**config.mk**
```make
export PLATFORM = sky130hd
export DESIGN_NAME = tmtw_ctrl
export DESIGN_NICKNAME = d
export VERILOG_FILES = /design/src/design/tmtw_pkg.sv /design/src/design/tmtw_ctrl.sv
export SDC_FILE = /design/constraint.sdc
export NUM_CORES = 1
export LEC_CHECK = 0
export BUFFER_PORTS_ARGS = -buffer_cell sky130_fd_sc_hd__buf_2
export CAP_MARGIN = 40
export CORE_MARGIN = 1
export CORE_UTILIZATION = 34
export DETAILED_ROUTE_END_ITERATION = 8
export HOLD_SLACK_MARGIN = 0.02
export PLACE_DENSITY = 0.59
export SYNTH_ARGS = -nofsm -noshare
export SYNTH_HDL_FRONTEND = slang
export SYNTH_SLANG_ARGS = --single-unit
```
**constraint.sdc**
```tcl
create_clock -name clk -period 2 [get_ports clk]
set_input_delay 0.4 -clock clk [delete_from_list [all_inputs] [get_ports clk]]
set_output_delay 0.4 -clock clk [all_outputs]
set_load 0.03 [all_outputs]
```
**src/design/tmtw_pkg.sv**
```systemverilog
// Shared constants, codes and controller/datapath interface types
`timescale 1ns / 1ps

package tmtw_pkg;

    localparam int COLUMNS     = 80;
    localparam int ROWS        = 25;
    localparam int CELL_COUNT  = COLUMNS * ROWS;
    localparam int SCROLL_COPY = COLUMNS * (ROWS - 1);
    localparam int ADDR_W      = $clog2(CELL_COUNT);
    localparam int SWEEP_W     = $clog2(CELL_COUNT + 1);
    localparam int TAB_SPACES  = 8;
    localparam int CNT_W       = $clog2(TAB_SPACES + 1);

    localparam int COL_W  = 7;
    localparam int ROW_W  = 5;
    localparam int LOC_W  = 11;
    localparam int IDX_W  = 11;
    localparam int CHAR_W = 8;
    localparam int ATTR_W = 8;
    localparam int CELL_W = 16;

    localparam logic [CHAR_W-1:0] CH_NUL       = 8'h00;
    localparam logic [CHAR_W-1:0] CH_BACKSPACE = 8'h08;
    localparam logic [CHAR_W-1:0] CH_TAB       = 8'h09;
    localparam logic [CHAR_W-1:0] CH_NEWLINE   = 8'h0A;
    localparam logic [CHAR_W-1:0] CH_SPACE     = 8'h20;

    localparam logic [ATTR_W-1:0] RESET_ATTR = 8'h07;
    localparam logic [CELL_W-1:0] CLEAR_CELL = 16'h0720;

    typedef enum logic {
        OP_PUT  = 1'b0,
        OP_READ = 1'b1
    } op_t;

    typedef struct packed {
        logic clear_step;
        logic sweep_clr;
        logic capture;
        logic put;
        logic newline;
        logic backspace;
        logic scroll_step;
        logic mem_read;
        logic load_out;
    } tmtw_cmd_t;

    typedef struct packed {
        logic clear_last;
        logic is_read;
        logic is_nul;
        logic is_newline;
        logic is_backspace;
        logic put_scroll;
        logic nl_scroll;
        logic put_last;
        logic count_zero;
        logic sweep_done;
        logic out_busy;
    } tmtw_status_t;

endpackage

```
**src/design/tmtw_ctrl.sv**
```systemverilog
// Sequencing state machine: clear sweep, put, newline, backspace, scroll, read, deliver
`timescale 1ns / 1ps

module tmtw_ctrl
(
    input  logic                  clk,
    input  logic                  rst_n,
    input  logic                  in_valid,
    output logic                  in_stall,
    input  tmtw_pkg::tmtw_status_t status,
    output tmtw_pkg::tmtw_cmd_t   cmd
);

    typedef enum logic [7:0] {
        S_CLEAR  = 8'b0000_0001,
        S_IDLE   = 8'b0000_0010,
        S_PUT    = 8'b0000_0100,
        S_NL     = 8'b0000_1000,
        S_BS     = 8'b0001_0000,
        S_SCROLL = 8'b0010_0000,
        S_READ   = 8'b0100_0000,
        S_DONE   = 8'b1000_0000
    } state_t;

    state_t state_reg;
    state_t state_next;

    always_ff @(posedge clk or negedge rst_n)
    begin
        if (!rst_n)
        begin
            state_reg <= S_CLEAR;
        end
        else
        begin
            state_reg <= state_next;
        end
    end

    assign in_stall = (state_reg != S_IDLE);

    always_comb
    begin
        state_next = state_reg;
        cmd        = '0;
        unique case (state_reg)
            S_CLEAR:
            begin
                cmd.clear_step = 1'b1;
                if (status.clear_last)
                begin
                    state_next = S_IDLE;
                end
            end
            S_IDLE:
            begin
                if (in_valid)
                begin
                    cmd.capture = 1'b1;
                    priority if (status.is_read)
                    begin
                        state_next = S_READ;
                    end
                    else if (status.is_nul)
                    begin
                        state_next = S_DONE;
                    end
                    else if (status.is_newline)
                    begin
                        state_next = S_NL;
                    end
                    else if (status.is_backspace)
                    begin
                        state_next = S_BS;
                    end
                    else
                    begin
                        state_next = S_PUT;
                    end
                end
            end
            S_PUT:
            begin
                cmd.put = 1'b1;
                priority if (status.put_scroll)
                begin
                    cmd.sweep_clr = 1'b1;
                    state_next    = S_SCROLL;
                end
                else if (status.put_last)
                begin
                    state_next = S_DONE;
                end
                else
                begin
                    state_next = S_PUT;
                end
            end
            S_NL:
            begin
                cmd.newline = 1'b1;
                if (status.nl_scroll)
                begin
                    cmd.sweep_clr = 1'b1;
                    state_next    = S_SCROLL;
                end
                else
                begin
                    state_next = S_DONE;
                end
            end
            S_BS:
            begin
                cmd.backspace = 1'b1;
                state_next    = S_DONE;
            end
            S_SCROLL:
            begin
                cmd.scroll_step = 1'b1;
                if (status.sweep_done)
                begin
                    state_next = status.count_zero ? S_DONE : S_PUT;
                end
            end
            S_READ:
            begin
                cmd.mem_read = 1'b1;
                state_next   = S_DONE;
            end
            S_DONE:
            begin
                if (!status.out_busy)
                begin
                    cmd.load_out = 1'b1;
                    state_next   = S_IDLE;
                end
            end
            default:
            begin
                state_next = S_IDLE;
            end
        endcase
    end

endmodule

```
# Word level (Yosys, flattened, before mapping)
# Cells that the tools add are included.
# classes
reduce_logical	2
n_eq_ne	13
mux	26
# op_table
op	n
$mux W8	11
$pmux W8 S7	1
$mux W1	12
$eq A8 B1 Y1 const B	1
$eq A8 B2 Y1 const B	1
$eq A8 B3 Y1 const B	1
$eq A8 B4 Y1 const B	1
$eq A8 B5 Y1 const B	1
$eq A8 B6 Y1 const B	1
$eq A8 B7 Y1 const B	1
$eq A8 B8 Y1 const B	1
$ne A2 B2 Y1 const B	4
$ne A8 B2 Y1 const B	1
$mux W5	1
$reduce_and A4 Y1	1
$pmux W1 S2	1
$reduce_or A2 Y1	1
# word_totals
ff_bits	8
inputBits	14
wordCells	42
out_inout_bits	10

# Depth between registers and ports, before layout
# logic_depth
word_depth	6
ltp_mapped	7
mapped_depth_nobuf	7

# Least setup slack after synthesis
# No wires, ideal clock.
# synth_path
kind	flip-flop to output port
from	register state_reg[7]
to	output cmd[8] (netlist bit)
t_required_ps	1600
path_slack_ps	-9
n_path_buf	0
stages_incl_launch_ff	4
arrival_ps	1609
cell_sequence	dfrtp_1 -> nor4_4 -> nand2_2 -> nor3b_1
# synth_rtl
item	line_no	source
start: declaration	tmtw_ctrl.sv:25	state_t state_reg;
start signal: assignment	tmtw_ctrl.sv:36	state_reg <= state_next;
end: declaration	tmtw_ctrl.sv:11	output tmtw_pkg::tmtw_cmd_t cmd

==> parameters.txt <==
Parameter                              Value

Final layout
  Area growth from synthesis to final layout ... 63.9%
  Max reg flops ... 8
  Share of the core filled with cells ... 0.616
  Final-stage net count ... 119
  Layout cells sized above 1 ... 0.548
  Number of antenna diodes ... 0

Clocking
  TritonCTS clock tree ... yes
  Root buffer cell ... clkbuf_4
  Clk slew on worst S/H paths ... 50 ps
  CTS max path bufs ... 2
  Clk Latency, worst-skew pair ... 250 ps
  Inserted Clock Buffers ... 3
  H-Tree Level Count ... 1
  TritonCTS sink count ... 8

Global route
  Largest net degree at the start of global routing ... 9
  GR Util met2 ... 0.281
  Number of global-route vias before repair ... 572
  Met1 usage ... 0.225
  GRT Resource Usage Total ... 0.175
  GRT overflow ... 0
  Busiest grt layer ... met2
  Antenna violations before repair ... 0
  Global-route met3 utilization ... 0.0128
  Wire length of the first global-routing pass ... 2.39 mm

Yosys
  Prevailing post-synth register cell ... dfrtp_1
  Post-synthesis sequential area ratio ... 0.348
  Async SR Flop Fraction ... 1.00
  Number of flip-flops and latches in the synthesized netlist ... 8
  Post-Synthesis Cells ... 60
  Number of distinct standard cells referenced by the synthesized netlist ... 35
  Top-count cell post-synth ... nor2_1
  Syn_nets ... 74
  Area fraction of the dominant cell type after synthesis ... 0.302
  Post-synth design cell area ... 579 sq um
  Average cell area after synthesis ... 9.66 sq um
  Post-synth top cells ... 9 x nor2_1, 7 x dfrtp_1, 3 x nand4b_1
  Cell types with the largest area share after synthesis ... dfrtp_1 30%, nor4_4 7.3%, nor2_1 5.8%
  Post-synthesis cell type with the largest combined area ... dfrtp_1
  Number of warnings issued by yosys ... 0
  Number of flops mapped to enable cells by yosys ... 0

Floorplan
  Io pins ... 24
  Row count ... 14
  Effective utilization at floorplan ... 0.376
  Core outline area ... 1540 sq um
  Die Ht ... 43.3 microns
  Die area ... 1870 sq um
  DIE WIDTH ... 43.3 microns

Power
  Max VDD drop ... 0.817 mV
  Net load switching power ... 0.414 mW
  Sw Ratio ... 0.412
  Fraction of power consumed by combinational cells ... 0.651
  Internal power component ... 0.590 mW
  Ratio of total power to cell area ... 1060 nW/um^2
  Static leakage ... 0.478 nW
  Clock network fraction of total power ... 0.129
  Share of total power in sequential cells ... 0.220

Timing
  Min setup slack post-route ... -13.2 ps
  Final setup violation count ... 1
  Setup repair after global routing missed its margin ... yes
  Minimum clock period ... 2010 ps
  Fmax ... 497 MHz
  Final hold violation count ... 0
  Setup clock skew after layout ... 2.69 ps
  Final-report max-slew violation count ... 0
  Slew at the pin closest to its max-slew limit ... 400 ps
  Ratio of final minimum period to clock period ... 1.01
  Max-Slew Margin vs Limit ... 0.726

Min path
  Path type of the worst min-delay path ... in -> reg

Route
  Remaining routing DRC violations ... 0
  Total wire length ... 1.66 mm
  Number of design-rule violations left by the first detailed-router iteration ... 12
  Number of nets with antenna violations after detailed routing ... 0
  Drt pass-1 iters ... 4
  Vias after detailed routing ... 646
  Wire per inst ... 13.8 microns
  Average via count per standard cell ... 5.38

Status
  Violations in the final reports ... negative setup slack
  Result of the run ... complete, but fails checks

Job
  MaxCap Viol Count ... 0

Setup path
  Data required time at the worst endpoint ... 1600 ps
  Kind of critical path ... reg -> out
  Nature of the critical path endpoint ... output pin
  Critical path peak fanout ... 3
  Startpoint type of the worst setup path ... flop
  Worst Path Arrival ... 1610 ps

Placed design
  Minimum setup slack after placement ... 72.7 ps
  Count of buffers inserted at the top-level ports ... 23
  GP Congestion ... 0.716
  Detailed Place HPWL ... 1.17 mm
worst max-delay path: stages (launching register included):
cell,delay (ps)
dfrtp_2,420
nor4_4,310
nand2_2,110
nor3b_4,220
and2_4,180
buf_6,120
cells by family (layout without fill, tap and decap cells):
kind of cell | Yosys count | in the layout | synth area share
and+or+nand+nor | 35 | 35 | 0.443
AOI/OAI and AO/OA | 13 | 13 | 0.175
DFF | 8 | 8 | 0.348
xor gates and xnor gates | 1 | 1 | 0.0151
buffers and inverters | 3 | 47 | 0.0194
final cells by class:
class	count	area, sq um
sequential	8	203
inverter	3	11.3
multi-input combinational	49	394
timing repair buffer	40	295
tap	16	20.0
clock buffer	4	26.3
fill	134	592
placed cells by master, fill, tap and decap left out, types with 2 or more instances in the layout:
cell type,netlist,layout
clkbuf_4,0,3
nor4_4,2,2
dfrtp_1,7,6
inv_1,2,2
and3_1,2,2
a21oi_1,2,2
buf_2,0,15
nor3_1,2,2
nor2b_1,2,2
and4b_1,2,2
nand4b_1,3,3
buf_6,0,8
buf_4,0,16
nor2_1,9,8
nor3b_4,0,2
per-layer routing:
metal | share of wire | vias up
li1 | - | 317
met1 | 0.43 | 298
met2 | 0.50 | 25
met3 | 0.045 | 6
met4 | 0.031 | 0
met5 | 0 | -
final timing paths:
| path | end | slack [ps] | start | cells after the start |
|---|---|---|---|---|
| setup reg to reg | state_reg[7]$_DFFE_PN0P_ | 150 | state_reg[0]$_DFFE_PN1P_ | 6 |
| hold reg to reg | state_reg[0]$_DFFE_PN1P_ | 760 | state_reg[1]$_DFFE_PN0P_ | 3 |
| setup / recovery | cmd[6] | -10 | state_reg[2]$_DFFE_PN0P_ | 5 |
| hold / removal | state_reg[0]$_DFFE_PN1P_ | 270 | status[10] | 2 |
| min in group asynchronous | state_reg[2]$_DFFE_PN0P_ | 520 | rst_n | 2 |
| max in group asynchronous | state_reg[0]$_DFFE_PN1P_ | 1240 | rst_n | 2 |
power groups by stage:
stage | Combinational (mW) | Sequential, mW | Clock (mW)
finish | 0.654 | 0.221 | 0.130
global route | 0.701 | 0.223 | 0.147
CTS | 0.582 | 0.220 | 0.137
detailed placement | 0.454 | 0.226 | 0
global placement | 0.455 | 0.220 | 0
floorplan | 0.332 | 0.228 | 0
timing repair:
| item | in CTS | in global routing |
|---|---|---|
| pin swaps | 7 | 4 |
| endpoints found under the hold margin | 7 | 0 |
| setup buffers | 10 | 3 |
| resized for setup | 9 | 17 |
| endpoints found under the setup margin | 3 | 10 |
| hold buffers | 1 | 0 |
through the flow:
stage	instance area (sq um)	cells	hold slack [ps]	total power, mW	TNS (ps)
6_report	950	120	275	1.00	-13.2
5_1_grt	950	120	281	1.07	-426
4_1_cts	881	117	267	0.939	-63.9
3_5_place_dp	742	102	251	0.680	0
3_3_place_gp	742	102	249	0.675	0
2_1_floorplan	584	60	104	0.560	0
Note: power is estimated with default switching activity, not from simulation.
